[src/rtl/swre_pkg.sv]
`default_nettype none

package swre_pkg;

    // Field widths.
    localparam int BLK_W    = 31;
    localparam int SEC_W    = 32;
    localparam int DIFF_W   = 32;
    localparam int WEIGHT_W = 18;
    localparam int WS_W     = 11;
    localparam int TIME_W   = 33;
    localparam int WORK_W   = 50;
    localparam int WTOT_W   = 28;
    localparam int KTOT_W   = 60;
    localparam int W17_W    = 29;
    localparam int K17_W    = 61;
    localparam int RATE_W   = 48;

    // Rate divider widths: the divisor is weight * span, scaled up by 2^13.
    localparam int DEN_W     = W17_W + TIME_W;
    localparam int DEN_SHIFT = 13;
    localparam int REM_W     = DEN_W + DEN_SHIFT;

    // 4.295032833 in Q.29.
    localparam logic [31:0] RATE_CONST = 32'd2305878194;

    localparam int MAX_WINDOW_DEF = 1024;

    // Configuration port.
    localparam int CFG_IDX_W  = 2;
    localparam int CFG_DATA_W = 31;
    localparam logic [CFG_IDX_W-1:0] REG_WINDOW_SIZE = 2'd0;
    localparam logic [CFG_IDX_W-1:0] REG_START_BLOCK = 2'd1;
    localparam logic [WS_W-1:0]      WINDOW_RESET    = 11'd432;

    typedef struct packed {
        logic [TIME_W-1:0]   stamp;
        logic [WEIGHT_W-1:0] weight;
        logic [WORK_W-1:0]   work;
    } t_slot;

    typedef struct packed {
        logic [K17_W-1:0]  k17;
        logic [W17_W-1:0]  w17;
        logic [TIME_W-1:0] span;
    } t_rate_op;

    typedef struct packed {
        logic [TIME_W-1:0] mid_time;
        logic [TIME_W-1:0] begin_time;
        logic [TIME_W-1:0] end_time;
        logic [W17_W-1:0]  window_weight;
        logic [K17_W-1:0]  window_work;
        logic [RATE_W-1:0] rate;
        logic              divide_fault;
    } t_result;

    typedef enum logic [3:0] {
        ST_CLEAR,
        ST_IDLE,
        ST_READ,
        ST_SUB,
        ST_ADD,
        ST_WRAP1,
        ST_WRAP2,
        ST_CHECK,
        ST_RATE,
        ST_EMIT
    } t_state;

    typedef enum logic [3:0] {
        RS_IDLE,
        RS_NC,
        RS_LL,
        RS_LH,
        RS_HL,
        RS_HH,
        RS_DEN,
        RS_DENADD,
        RS_NUM,
        RS_SAT,
        RS_DIV,
        RS_DONE
    } t_rate_state;

endpackage

`default_nettype wire

[src/rtl/swre_rate.sv]
`default_nettype none

module swre_rate #(
    parameter int MAX_WINDOW = swre_pkg::MAX_WINDOW_DEF
) (
    input  logic                              i_clk,
    input  logic                              i_rst_n,
    input  logic                              i_start,
    input  swre_pkg::t_rate_op                i_op,
    input  logic [$clog2(MAX_WINDOW)-1:0]     i_nm1,
    output logic                              o_done,
    output logic [swre_pkg::RATE_W-1:0]       o_rate
);
    import swre_pkg::*;

    localparam int ALEN  = $clog2(MAX_WINDOW);
    localparam int M_W   = ALEN + 32;
    localparam int ACC_W = K17_W + M_W;
    localparam int NUM_W = ACC_W + 2;
    localparam int CNT_W = $clog2(RATE_W);
    localparam logic [CNT_W-1:0] CNT_LAST = CNT_W'(RATE_W - 1);

    t_rate_state       r_state, n_state;
    logic [63:0]       r_prod;
    logic [M_W-1:0]    r_m;
    logic [ACC_W-1:0]  r_acc;
    logic [DEN_W-1:0]  r_den;
    logic [NUM_W-1:0]  r_num;
    logic [REM_W-1:0]  r_rem;
    logic [RATE_W-1:0] r_q;
    logic [CNT_W-1:0]  r_cnt;

    logic [31:0]       k_lo, k_hi, m_hi;
    logic [31:0]       mul_a, mul_b;
    logic [63:0]       mul_p;
    logic [REM_W-1:0]  den2;
    logic [REM_W:0]    cmp_a;
    logic [REM_W+1:0]  cmp_d;
    logic              ge;

    assign k_lo = i_op.k17[31:0];
    assign k_hi = 32'(i_op.k17[K17_W-1:32]);
    assign m_hi = 32'(r_m[M_W-1:32]);

    // One 32x32 multiplier, reused for every partial product.
    always_comb begin
        mul_a = '0;
        mul_b = '0;
        unique case (r_state)
            RS_NC: begin
                mul_a = 32'(i_nm1);
                mul_b = RATE_CONST;
            end
            RS_LL: begin
                mul_a = k_lo;
                mul_b = r_prod[31:0];
            end
            RS_LH: begin
                mul_a = k_lo;
                mul_b = m_hi;
            end
            RS_HL: begin
                mul_a = k_hi;
                mul_b = r_m[31:0];
            end
            RS_HH: begin
                mul_a = k_hi;
                mul_b = m_hi;
            end
            RS_DEN: begin
                mul_a = 32'(i_op.w17);
                mul_b = i_op.span[31:0];
            end
            default: begin
                mul_a = '0;
                mul_b = '0;
            end
        endcase
    end

    assign mul_p = 64'(mul_a) * 64'(mul_b);

    // One compare-and-subtract, used for the saturation test and every quotient bit.
    assign den2  = {r_den, {DEN_SHIFT{1'b0}}};
    assign cmp_a = (r_state == RS_SAT) ? (REM_W+1)'(r_num[NUM_W-1:RATE_W])
                                       : {r_rem, r_q[RATE_W-1]};
    assign cmp_d = {1'b0, cmp_a} - {2'b00, den2};
    assign ge    = ~cmp_d[REM_W+1];

    always_comb begin
        n_state = r_state;
        unique case (r_state)
            RS_IDLE:   if (i_start) n_state = RS_NC;
            RS_NC:     n_state = RS_LL;
            RS_LL:     n_state = RS_LH;
            RS_LH:     n_state = RS_HL;
            RS_HL:     n_state = RS_HH;
            RS_HH:     n_state = RS_DEN;
            RS_DEN:    n_state = RS_DENADD;
            RS_DENADD: n_state = RS_NUM;
            RS_NUM:    n_state = RS_SAT;
            RS_SAT:    n_state = ge ? RS_DONE : RS_DIV;
            RS_DIV:    if (r_cnt == CNT_LAST) n_state = RS_DONE;
            RS_DONE:   n_state = RS_IDLE;
            default:   n_state = RS_IDLE;
        endcase
    end

    always_ff @(posedge i_clk) begin
        if (!i_rst_n) begin
            r_state <= RS_IDLE;
        end else begin
            r_state <= n_state;
        end
    end

    always_ff @(posedge i_clk) begin
        r_prod <= mul_p;
        case (r_state) inside
            RS_LL: begin
                r_m   <= M_W'(r_prod);
                r_acc <= '0;
            end
            RS_LH: r_acc <= r_acc + ACC_W'(r_prod);
            RS_HL, RS_HH: r_acc <= r_acc + (ACC_W'(r_prod) << 32);
            RS_DEN: r_acc <= r_acc + (ACC_W'(r_prod) << 64);
            RS_DENADD: begin
                r_den <= DEN_W'(r_prod)
                       + (i_op.span[TIME_W-1] ? (DEN_W'(i_op.w17) << 32) : '0);
            end
            RS_NUM: begin
                // Adding half the divisor makes the truncating division round.
                r_num <= (NUM_W'(r_acc) << 1) + (NUM_W'(r_den) << (DEN_SHIFT - 1));
            end
            RS_SAT: begin
                if (ge) begin
                    r_q <= '1;
                end else begin
                    r_rem <= REM_W'(r_num[NUM_W-1:RATE_W]);
                    r_q   <= r_num[RATE_W-1:0];
                    r_cnt <= '0;
                end
            end
            RS_DIV: begin
                r_rem <= ge ? cmp_d[REM_W-1:0] : cmp_a[REM_W-1:0];
                r_q   <= {r_q[RATE_W-2:0], ge};
                r_cnt <= r_cnt + 1'b1;
            end
            default: ;
        endcase
    end

    assign o_done = (r_state == RS_DONE);
    assign o_rate = r_q;

endmodule

`default_nettype wire

[config.mk]
export PLATFORM = sky130hd
export DESIGN_NAME = swre_rate
export DESIGN_NICKNAME = d
export VERILOG_FILES = /design/src/rtl/swre_pkg.sv /design/src/rtl/swre_rate.sv
export SDC_FILE = /design/constraint.sdc
export NUM_CORES = 2
export LEC_CHECK = 0
export ABC_CLOCK_PERIOD_IN_PS = 28300
export BUFFER_PORTS_ARGS = -buffer_cell sky130_fd_sc_hd__buf_2
export CAP_MARGIN = 25
export CORE_MARGIN = 3
export CORE_UTILIZATION = 35
export DETAILED_ROUTE_END_ITERATION = 16
export PLACE_DENSITY_LB_ADDON = 0.12
export SYNTH_ARGS = -nofsm -noshare
export SYNTH_HDL_FRONTEND = slang
export SYNTH_SLANG_ARGS = --single-unit
[constraint.sdc]
create_clock -name i_clk -period 28.3 [get_ports i_clk]
set_input_delay 1.415 -clock i_clk [delete_from_list [all_inputs] [get_ports i_clk]]
set_output_delay 1.415 -clock i_clk [all_outputs]
set_load 0.02 [all_outputs]
==> run summary <==
Cell leakage power -> 35.08 nW
Max-slew headroom -> 0.1896
Avg Inst Size Synth -> 8.484 um^2
TNS Setup -> 0 ps
CP arrival -> 12,400 ps
Hold Violations, Final -> 0
Starting Density -> 0.3534
H-tree depth -> 3
Wire per inst -> 28.44 um
Crit end category -> flop
First-pass GRT wire length -> 448.6 mm
DP HPWL -> 247.7 mm
Worst R2R Setup Slack -> 16,470 ps
Maxcap violations -> 0
Fin crit share -> 0.4180
Total CTS buffers -> 67
Net count after synthesis -> 9,972
Port Buf Inserts -> 184
Sw Ratio -> 0.5441
Largest net degree at the start of global routing -> 113
CTS tree -> yes
Worst r2r dst -> r_prod[58]$_DFF_P_
Worst EP required -> 28,880 ps
Crit path launch -> r_state[1]$_SDFFE_PN0P_
Post-DRT Antenna Nets -> 0
Peak Freq -> 84.54 MHz
Register-to-Register Path Depth -> 31
Nets -> 9,975
CP most frequent cell -> fa_1
DR DRC count -> 0
Vias -> 62,290
Crit path kind -> reg -> reg
Sequential fraction of the synthesis area -> 0.1911
Hold Crit Start -> r_acc[10]$_SDFFE_PN0P_
Cts repair resizes -> 0
Fraction of layout cells with a size suffix above 1 -> 0.06564
Run status -> complete, no violations
FP Rows -> 164
Clock buffer depth -> 3
Post-synth top flop -> edfxtp_1
Critical Path Sink -> r_prod[58]$_DFF_P_
Worst-path clk slew -> 60 ps
Core Util, Final -> 0.3856
Fin. max-slew vios -> 0
DRT Pass-1 Iters -> 8
Clock Sinks -> 508
Post-Synthesis Cells -> 8,351
# hold bufs at CTS -> 0
First DRT Iteration DRCs -> 5,688
Die height -> 455.9 um
Slowest CP cell -> nand2_1
Clock insertion delay at the later pin of the skew report -> 700 ps
Most frequent cells in the layout -> nand2_1 (1,117), inv_1 (1,039), nor2_1 (1,027)
I/O pin cnt -> 185
Fin Hold WS -> 469.3 ps
Int Pwr -> 2.973 mW
Distinct cells, synth -> 98
Total wire length -> 315.0 mm
Commonest non-fill, non-tap cell in the layout -> nand2_1
Mapped cell area -> 0.07085 mm^2
Width of the die -> 455.9 um
Via-per-instance ratio -> 5.622
Power per cell area -> 84.35 mW/mm^2
Area growth, synth to finish -> 9.109%
Synth warn -> 0
Core footprint -> 0.2005 mm^2
Finish-stage setup viols -> 0
Max incr delay on CP -> 810 ps
Initial antenna violation count -> 25
Hold Crit Class -> reg -> reg
CTS root buf -> clkbuf_16
Worst clock skew -> 59.21 ps
Worst reg2reg path startpoint -> r_state[1]$_SDFFE_PN0P_
Total track usage -> 0.2970
NetSw -> 3.548 mW
# Post-CTS Setup Buffers -> 0
RSZ-0062 raised after global routing -> false
Period minus WS final -> 11,830 ps
VDD IR max -> 0.08113 mV
Die Footprint -> 0.2079 mm^2
Vias in the first global route -> 62,470
Overflow after GRT -> 0
Yosys reg bits -> 508
Clock network power share -> 0.138
Max FO, Critical Path -> 75
GP Congestion -> 0.9703
Reg power frac -> 0.190
Combinational Power Share -> 0.673
Async S/R FF share, synth -> 0
Startpoint types -> flop
Number of synthesized flops with an enable pin -> 337
Slew @ Worst Pin -> 1213 ps
[worst min-delay path by stage]
stage	endpoint	slack [ps]	cells after the start
2_1_floorplan	r_num[11]$_DFFE_PP_	430	0
3_3_place_gp	r_num[1]$_DFFE_PP_	440	0
3_5_place_dp	r_num[1]$_DFFE_PP_	450	0
4_1_cts	r_num[1]$_DFFE_PP_	470	0
5_1_grt	r_num[6]$_DFFE_PP_	490	0
6_report	r_num[11]$_DFFE_PP_	470	0
[cell type report]
type	instances	area, um^2
Fill cell	20530	123200
Multi-Input combinational cell	6379	51940
Sequential cell	508	13540
Inverter	1041	3913
Tap cell	2656	3323
Timing Repair Buffer	357	2317
Clock buffer	84	1760
Clock inverter	40	478.0
Antenna cell	14	35.03
[state kept, by name, summed over array words and instances, names as in the netlist]
| signal | count |
|---|---|
| r_den | 62 |
| o_rate | 48 |
| r_num | 104 |
| r_state | 4 |
| r_m | 42 |
| r_cnt | 6 |
| r_rem | 75 |
| r_prod | 64 |
| r_acc | 103 |
[metal layers]
layer / wire length [um] / part of all wire / vias to the layer above / GRT usage
met4: 19490 / 0.062 / 12 / 0.1625
li1: - / - / 27730 / -
met1: 128800 / 0.41 / 31490 / 0.3793
met2: 145400 / 0.46 / 2499 / 0.4821
met5: 84 / 0.00027 / - / 0
met3: 21290 / 0.068 / 558 / 0.04585
[synth_stat cells (all sizes together) (12+ instances only)]
master / instances / area share
nand3: 97 / 0.0069
a31o: 12 / 0.0015
or2: 21 / 0.0019
a21oi: 575 / 0.041
o21ai: 269 / 0.019
a21o: 197 / 0.021
clkbuf: 374 / 0.020
and3: 51 / 0.0045
a21boi: 19 / 0.0020
o21a: 56 / 0.0059
and4: 21 / 0.0026
or3: 23 / 0.0020
xnor2: 266 / 0.033
o21bai: 72 / 0.0076
nand4: 107 / 0.0097
o22ai: 13 / 0.0011
nand2: 1122 / 0.059
buf: 49 / 0.0031
o31ai: 15 / 0.0018
edfxtp: 337 / 0.14
a211o: 15 / 0.0019
nor3: 95 / 0.0069
nor2b: 35 / 0.0031
a221oi: 26 / 0.0033
nor4: 15 / 0.0014
inv: 1040 / 0.055
xor2: 123 / 0.015
dfxtp: 171 / 0.048
a211oi: 79 / 0.0084
a22oi: 73 / 0.0077
o211ai: 31 / 0.0034
a221o: 13 / 0.0018
and2: 119 / 0.011
nor2: 1032 / 0.055
a31oi: 86 / 0.0078
nand2b: 54 / 0.0048
fa: 902 / 0.25
ha: 583 / 0.10
[through the flow]
stage	setup WS (ps)	total power, mW	cells	cell area, um^2
after floorplan	18940	3.858	8351	70850
after global placement	16690	5.549	10930	74900
after detailed placement	16620	5.546	10940	75000
after CTS	16600	6.478	11060	77240
after global routing	16120	6.920	11070	77280
final	16470	6.521	11080	77310
[kinds of logic after synthesis]
group | Yosys count | synth area share
AND/OR/NAND/NOR | 2823 | 0.1718
multiplexers | 11 | 0.001589
adder cells (fa/ha/maj) | 1485 | 0.3578
buffers and inverters | 1464 | 0.07807
XOR/XNOR | 389 | 0.04809
flip-flops | 508 | 0.1911
AO/OA/AOI/OAI | 1671 | 0.1515
[power by group through the flow]
stage / logic (mW) / registers [mW] / clock network, mW
finish: 4.39 / 1.24 / 0.897
global route: 4.74 / 1.23 / 0.945
CTS: 4.34 / 1.22 / 0.916
detailed placement: 4.31 / 1.24 / 0
global placement: 4.31 / 1.24 / 0
floorplan: 2.79 / 1.07 / 0
[critical path: cells and delay by family, from the launching register on]
kind | cells | cell delay, ps
DFF | 1 | 300
adders and majority gates | 9 | 4710
AOI/OAI and AO/OA | 7 | 2090
xor gates and xnor gates | 1 | 140
buffers and inverters | 7 | 1810
and+or+nand+nor | 7 | 2460
No activity file was read; power rests on OpenSTA's default activity.
